`src/hw/rtl/mkds_pkg.sv`:
```
// Package for the max_k_digit_subsequence block: sizes, constants and request types.
// No dependencies; every other file takes names from here by scope.
package mkds_pkg;

  localparam int KEEP    = 12;                 // digits kept per line
  localparam int IDX_W   = $clog2(KEEP + 1);   // width of a cell index
  localparam int DIGIT_W = 4;
  localparam int LEN_W   = 8;
  localparam int VALUE_W = 40;
  localparam int TOTAL_W = 64;

  localparam logic [DIGIT_W-1:0] DIGIT_MAX  = 4'd9;
  localparam logic [LEN_W-1:0]   LEN_RESET  = 8'd100;
  localparam logic [LEN_W-1:0]   POS_MAX    = 8'd255;

  typedef struct packed {
    logic [DIGIT_W-1:0] digit;
    logic               last;
  } in_req_t;

  typedef struct packed {
    logic [VALUE_W-1:0] line_value;
    logic [TOTAL_W-1:0] total;
  } out_req_t;

  // control broadcast to every cell
  typedef struct packed {
    logic               en;
    logic               clear;
    logic [DIGIT_W-1:0] digit;
    logic [LEN_W-1:0]   remaining;
  } cell_ctl_t;

  // what a cell hands to the cell above it
  typedef struct packed {
    logic               valid;
    logic               stays;
    logic [VALUE_W-1:0] prefix;
  } cell_link_t;

endpackage

```
`src/hw/rtl/mkds_cell.sv`:
```
// One stack entry of the kept-digit row: digit, prefix value and valid bit.
// Depends on mkds_pkg for sizes and the control and link structs.
module mkds_cell (
  input  logic                          clk,
  input  logic                          rst_n,
  input  mkds_pkg::cell_ctl_t           ctl,
  input  logic [mkds_pkg::IDX_W-1:0]    idx,
  input  mkds_pkg::cell_link_t          below,
  input  logic                          above_gone,
  output mkds_pkg::cell_link_t          up,
  output logic                          gone,
  output logic                          target,
  output logic [mkds_pkg::VALUE_W-1:0]  new_prefix
);

  logic                           valid_r, valid_nxt;
  logic [mkds_pkg::DIGIT_W-1:0]   digit_r;
  logic [mkds_pkg::VALUE_W-1:0]   prefix_r;
  logic [mkds_pkg::LEN_W:0]       depth_sum;
  logic                           pop_ok;
  logic                           popped;
  logic                           stays;

  // pop only while the rest of the line can still refill the stack
  assign depth_sum = (mkds_pkg::LEN_W + 1)'(idx) + {1'b0, ctl.remaining};
  assign pop_ok    = valid_r && (digit_r < ctl.digit) &&
                     (depth_sum >= (mkds_pkg::LEN_W + 1)'(mkds_pkg::KEEP));
  assign popped    = pop_ok && above_gone;
  assign stays     = valid_r && !popped;
  assign gone      = !stays;
  assign target    = !stays && below.stays;

  // prefix * 10 + digit, wrapping at the value width
  assign new_prefix = {below.prefix[mkds_pkg::VALUE_W-4:0], 3'b000}
                    + {below.prefix[mkds_pkg::VALUE_W-2:0], 1'b0}
                    + mkds_pkg::VALUE_W'(ctl.digit);

  assign up.valid  = valid_r;
  assign up.stays  = stays;
  assign up.prefix = prefix_r;

  always_comb begin
    valid_nxt = valid_r;
    if (ctl.en) begin
      valid_nxt = ctl.clear ? 1'b0 : (stays || target);
    end
  end

  always_ff @(posedge clk) begin
    if (!rst_n) begin
      valid_r <= 1'b0;
    end else begin
      valid_r <= valid_nxt;
    end
  end

  always_ff @(posedge clk) begin
    if (ctl.en && target) begin
      digit_r  <= ctl.digit;
      prefix_r <= new_prefix;
    end
  end

endmodule

```
`src/hw/rtl/max_k_digit_subsequence.sv`:
```
// Results: out_valid rises once a line's value has moved from stage one into the output register.
// Throughput: one digit per cycle while in_stall is low, set by the pop chain through the row of KEEP cells.
// A result waiting under out_stall does not block digits; a second one waits in stage one.
// Reset (synchronous, rst_n low) empties the stack, zeroes position and total, and sets
// line_length to 100. Depends on mkds_pkg and mkds_cell.
module max_k_digit_subsequence (
  input  logic                        clk,
  input  logic                        rst_n,
  input  logic                        in_valid,
  output logic                        in_stall,
  input  mkds_pkg::in_req_t           in_data,
  output logic                        out_valid,
  input  logic                        out_stall,
  output mkds_pkg::out_req_t          out_data,
  input  logic                        cfg_valid,
  output logic                        cfg_ready,
  input  logic [mkds_pkg::LEN_W-1:0]  cfg_data
);

  localparam int K = mkds_pkg::KEEP;

  // configuration and line position
  logic [mkds_pkg::LEN_W-1:0]   len_r, len_nxt;
  logic [mkds_pkg::LEN_W-1:0]   pos_r, pos_nxt;
  logic [mkds_pkg::LEN_W-1:0]   remaining;
  logic [mkds_pkg::DIGIT_W-1:0] digit_sat;

  // result pipeline: stage one holds the line value, the output register adds the total
  logic                         s1_valid_r, s1_valid_nxt;
  logic [mkds_pkg::VALUE_W-1:0] s1_value_r, s1_value_nxt;
  logic                         out_valid_r, out_valid_nxt;
  mkds_pkg::out_req_t           out_data_r, out_data_nxt;
  logic [mkds_pkg::TOTAL_W-1:0] total_r, total_nxt;

  logic accept;
  logic out_take;
  logic s1_ready;

  // cell row
  mkds_pkg::cell_ctl_t          ctl;
  mkds_pkg::cell_link_t         link [0:K];
  logic [K:0]                   gone;
  logic [K-1:0]                 target;
  logic [K-1:0]                 cell_valid;
  logic [mkds_pkg::VALUE_W-1:0] new_prefix [0:K-1];
  logic [mkds_pkg::VALUE_W-1:0] pushed_value;
  logic [mkds_pkg::VALUE_W-1:0] line_value;

  // advance the output register when it is empty or being taken
  assign out_take  = !out_valid_r || !out_stall;
  assign s1_ready  = !s1_valid_r || out_take;
  assign in_stall  = !s1_ready;
  assign accept    = in_valid && !in_stall;
  assign cfg_ready = 1'b1;

  assign out_valid = out_valid_r;
  assign out_data  = out_data_r;

  // clamp digits above nine
  assign digit_sat = (in_data.digit > mkds_pkg::DIGIT_MAX) ? mkds_pkg::DIGIT_MAX : in_data.digit;

  // digits left in the line, the current one included, floored at zero
  assign remaining = (len_r > pos_r) ? (len_r - pos_r) : '0;

  assign ctl.en        = accept;
  assign ctl.clear     = in_data.last;
  assign ctl.digit     = digit_sat;
  assign ctl.remaining = remaining;

  // the bottom cell builds on an empty prefix; nothing sits above the top cell
  assign link[0].valid  = 1'b1;
  assign link[0].stays  = 1'b1;
  assign link[0].prefix = '0;
  assign gone[K]        = 1'b1;

  for (genvar i = 0; i < K; i++) begin : g_cell
    mkds_cell u_cell (
      .clk        (clk),
      .rst_n      (rst_n),
      .ctl        (ctl),
      .idx        (mkds_pkg::IDX_W'(i)),
      .below      (link[i]),
      .above_gone (gone[i+1]),
      .up         (link[i+1]),
      .gone       (gone[i]),
      .target     (target[i]),
      .new_prefix (new_prefix[i])
    );
    assign cell_valid[i] = link[i+1].valid;
  end

  // pick the pushed prefix; at most one cell takes the digit
  always_comb begin
    pushed_value = '0;
    for (int i = 0; i < K; i++) begin
      if (target[i]) begin
        pushed_value = pushed_value | new_prefix[i];
      end
    end
  end

  // a full stack with no push keeps its top as the line's value
  assign line_value = (|target) ? pushed_value : link[K].prefix;

  always_comb begin
    len_nxt = len_r;
    if (cfg_valid && cfg_ready) begin
      len_nxt = cfg_data;
    end
  end

  always_comb begin
    pos_nxt = pos_r;
    if (accept) begin
      if (in_data.last) begin
        pos_nxt = '0;
      end else if (pos_r != mkds_pkg::POS_MAX) begin
        pos_nxt = pos_r + 1'b1;
      end
    end
  end

  always_comb begin
    s1_valid_nxt = s1_valid_r;
    s1_value_nxt = s1_value_r;
    if (accept && in_data.last) begin
      s1_valid_nxt = 1'b1;
      s1_value_nxt = line_value;
    end else if (out_take) begin
      s1_valid_nxt = 1'b0;
    end
  end

  always_comb begin
    out_valid_nxt = out_valid_r;
    out_data_nxt  = out_data_r;
    total_nxt     = total_r;
    if (out_take) begin
      out_valid_nxt = s1_valid_r;
      if (s1_valid_r) begin
        total_nxt               = total_r + mkds_pkg::TOTAL_W'(s1_value_r);
        out_data_nxt.line_value = s1_value_r;
        out_data_nxt.total      = total_nxt;
      end
    end
  end

  always_ff @(posedge clk) begin
    if (!rst_n) begin
      len_r       <= mkds_pkg::LEN_RESET;
      pos_r       <= '0;
      s1_valid_r  <= 1'b0;
      out_valid_r <= 1'b0;
      total_r     <= '0;
    end else begin
      len_r       <= len_nxt;
      pos_r       <= pos_nxt;
      s1_valid_r  <= s1_valid_nxt;
      out_valid_r <= out_valid_nxt;
      total_r     <= total_nxt;
    end
  end

  // payload: no reset
  always_ff @(posedge clk) begin
    s1_value_r <= s1_value_nxt;
    out_data_r <= out_data_nxt;
  end

  // at most one cell takes the digit
  a_one_target : assert property (@(posedge clk) disable iff (!rst_n)
    $onehot0(target))
    else $error("more than one cell took the digit");

  // the stack stays contiguous from the bottom
  a_contiguous : assert property (@(posedge clk) disable iff (!rst_n)
    ((cell_valid >> 1) & ~cell_valid) == '0)
    else $error("stack has a hole");

  // drop the whole stack after the last digit of a line
  a_clear : assert property (@(posedge clk) disable iff (!rst_n)
    accept && in_data.last |=> cell_valid == '0)
    else $error("stack not cleared at end of line");

  // hold input only while both result slots are full and out_stall holds the output
  a_stall_cause : assert property (@(posedge clk) disable iff (!rst_n)
    in_stall |-> s1_valid_r && out_valid_r && out_stall)
    else $error("input stalled without a blocked result");

  // a blocked stage-one result is not lost
  a_s1_hold : assert property (@(posedge clk) disable iff (!rst_n)
    s1_valid_r && out_valid_r && out_stall |=> s1_valid_r)
    else $error("stage-one result dropped under stall");

endmodule
```
`config.mk`:
```
export PLATFORM = sky130hd
export DESIGN_NAME = max_k_digit_subsequence
export DESIGN_NICKNAME = d
export VERILOG_FILES = /design/src/hw/rtl/mkds_pkg.sv /design/src/hw/rtl/mkds_cell.sv /design/src/hw/rtl/max_k_digit_subsequence.sv
export SDC_FILE = /design/constraint.sdc
export NUM_CORES = 2
export LEC_CHECK = 0
export CAP_MARGIN = 5
export CELL_PAD_IN_SITES_DETAIL_PLACEMENT = 1
export CELL_PAD_IN_SITES_GLOBAL_PLACEMENT = 2
export CORE_MARGIN = 5
export CORE_UTILIZATION = 40
export CTS_BUF_LIST = sky130_fd_sc_hd__clkbuf_4 sky130_fd_sc_hd__clkbuf_8
export DETAILED_ROUTE_END_ITERATION = 6
export DONT_BUFFER_PORTS = 1
export MAX_ROUTING_LAYER = met4
export PLACE_DENSITY = 0.81
export SYNTH_ARGS = -nofsm -noshare
export SYNTH_HDL_FRONTEND = slang
export SYNTH_HIERARCHICAL = 1
export SYNTH_SLANG_ARGS = --single-unit
```
`constraint.sdc`:
```
create_clock -name clk -period 8.8 [get_ports clk]
set_input_delay 1.32 -clock clk [delete_from_list [all_inputs] [get_ports clk]]
set_output_delay 1.32 -clock clk [all_outputs]
set_load 0.02 [all_outputs]
```
==> flow_summary_export.csv <==
group,metric,value,unit
status,outcome,"finished, final reports clean",
setup_path,crit_slowest_cell,"buf_6",
clocking,clock_latency,0.89,ns
run,maxCapViolations,0,
sta,holdWs,0.460,ns
setup_path,path_common_cell,"buf_4",
clocking,clk_pin_slew_worst_paths,0.06,ns
setup_path,r2r_cells,52,
power_and_ir_drop,finalPower,9.77,mW
setup_path,r2r_slack,0.30,ns
grt,antenna_found_initial,26,
clocking,cts_made_buffers,146,
setup_path,cp-endpoint,"s1_value_r[21]",
power_and_ir_drop,switching_power,3.04,mW
routing,wl_per_cell,26.5,um
layout,design_area,70100,um2
synth,synthesis.area,63600,um2
grt,grt_start_max_net_pins,91,
setup_path,worstPathArrival,9.09,ns
setup_path,r2r-start,"len_r[0]",
routing,first_pass_iters,5,
sta,fin_crit_sh,0.966,
routing,wirelength,231000,um
sta,clock_skew,0.0484,ns
setup_path,slowest_delay,0.39,ns
hold_path,min_path_type,"register to register",
floorplan,row_count,146,
sta,fin_setup_tns,0,ns
layout,syn_to_final_growth,10.1,%
floorplan,dieArea,167000,um2
floorplan,die_x,409,um
routing,drtIter0Drc,4495,
power_and_ir_drop,power_frac_clock,0.395,
power_and_ir_drop,power-per-cell-area,139,nW/um2
clocking,cts_tree,"done",
sta,maxSlewHeadroom,0.135,
synth,syn_inst,6414,
routing,post_drt_via_cell_ratio,6.13,
placed_design,preCtsSetupSlack,-0.573,ns
placed_design,gp_routability_congestion,0.964,
setup_path,required,9.39,ns
power_and_ir_drop,p_leak,29.6,nW
routing,ant_nets,0,
power_and_ir_drop,p_seq_frac,0.411,
floorplan,fp.dieH,409,um
setup_path,end_kind,"register",
clocking,htree_levels,4,
placed_design,place.port_buffers,0,
grt,grtUsageTotal,0.274,
floorplan,boundaryPins,125,
sta,slew_viol_final,0,
floorplan,core-area,158000,um2
sta,tightest_slew,1.29,ns
sta,min_period,8.50,ns
setup_path,r2r-end,"s1_value_r[21]",
clocking,cts.path.max_buffers,3,
placed_design,dp_hpwl,185000,um
placed_design,placed_cell_area,66100,um2
setup_path,critPathLaunch,"len_r[0]",
routing,drc,0,
setup_path,crit_type,"register to register",
grt,grt-ovfl-total,0,
sta,setup_slack,0.301,ns
power_and_ir_drop,internal_power,6.72,mW
sta,rsz0062_at_grt,"true",
power_and_ir_drop,switching_share,0.311,
layout,drive_gt1_frac,0.0926,
synth,synth_area_per_cell,9.92,um2
routing,dr_total_vias,53500,
grt,grt_first_pass_wirelength,339000,um
power_and_ir_drop,power_frac_comb,0.194,
sta,finalSetupViolations,0,
clocking,clock_sinks,743,
sta,timing.fmax,0.118,GHz
clocking,root_buffer,"clkbuf_8",
layout,fin_nets,7612,
setup_path,worst_setup_path_start_kind,"register",
synth,ys_warn_count,6,
grt,grt_pass1_vias,54900,
power_and_ir_drop,ir_drop,0.110,mV
setup_path,critical_path_peak_fanout,41,
floorplan,start_util,0.402,
sta,hold_viol_final,0,
==> worst max-delay path, delay by kind of cell (launching register included) <==
family,cells,cell delay (ns)
buffers and inverters,25,3.31
adders and majority gates,3,0.83
and+or+nand+nor,10,1.38
DFF,1,0.32
AOI/OAI and AO/OA,14,2.32
==> metrics by stage <==
step / cells / util
2_1_floorplan: 6553 / -
3_3_place_gp: 8417 / 0.418
3_5_place_dp: 8417 / 0.418
4_1_cts: 8712 / 0.440
5_1_grt: 8727 / 0.443
6_report: 8727 / 0.443
==> per-layer routing <==
metal  part of all wire  vias up  global-route usage
met3              0.079      322              0.0469
met1               0.45    26800               0.368
met2               0.44     1812               0.426
met4              0.030        0              0.0767
li1                   -    24500                   -
met5                  0        -                   -
==> power by group through the flow <==
stage	logic [mW]	registers, mW	clock network, mW
floorplan	1.16	4.05	0
global placement	1.63	4.09	0
detailed placement	1.66	4.09	0
CTS	1.69	4.02	3.95
global route	2.03	4.02	4.11
finish	1.89	4.02	3.86
==> final cells by class <==
class | instances | area (um2)
antenna | 5 | 12.5
clock buffer | 205 | 2550
clock inverter | 58 | 559
fill | 17600 | 88100
inverter | 313 | 1180
multi-input combinational | 5242 | 40900
sequential | 743 | 21400
tap | 2072 | 2590
timing repair buffer | 89 | 842
==> worst min path at each step <==
stage	start	to	slack [ns]	depth (start not counted)
after floorplan	s1_value_r[36]	out_data[100]	0.43	0
final	total_r[2]	total_r[2]	0.46	2
after global placement	total_r[37]	total_r[37]	0.44	2
after detailed placement	total_r[10]	total_r[10]	0.46	2
after global routing	rst_n	len_r[6]	0.47	1
after CTS	rst_n	len_r[6]	0.44	1
==> placed cells by master (no fill, tap or decap), types with 30 or more instances in the layout <==
cell and n:
dfxtp_1 93, a21oi_1 550, fa_1 36, nor2b_1 65
o21a_1 58, o21bai_1 76, a21o_1 206, nand3_1 143
a31oi_1 36, o21ai_0 198, a22o_1 122, nor3_1 126
o31ai_1 30, a211oi_1 52, ha_1 1018, a221oi_1 122
buf_4 75, clkbuf_4 43, and4_1 32, edfxtp_1 649
nor2_1 350, o21ai_1 81, xor2_1 187, nand2b_1 60
or3_1 49, xnor2_1 293, nand4_1 86, clkbuf_8 162
and3_1 62, o211ai_1 38, inv_1 299, conb_1 141
nand2_1 408
==> repair_timing <==
action | CTS | global route
pin swaps | 10 | 34
cloned | 2 | 3
buffers inserted | 30 | 8
resized for setup | 15 | 67
hold buffers | 0 | 0
endpoints found under the hold margin | 0 | 0
endpoints found under the setup margin | 112 | 219
==> state kept, by name, indices dropped and copies added (netlist names) <==
signal / cells
out_data: 104
out_valid: 1
s1_value_r: 40
g_cell.u_cell/digit_r: 48
total_r: 64
g_cell.u_cell/prefix_r: 457
len_r: 8
pos_r: 8
s1_valid_r: 1
g_cell.u_cell/valid_r: 12
No activity file was read; power rests on OpenSTA's default activity.
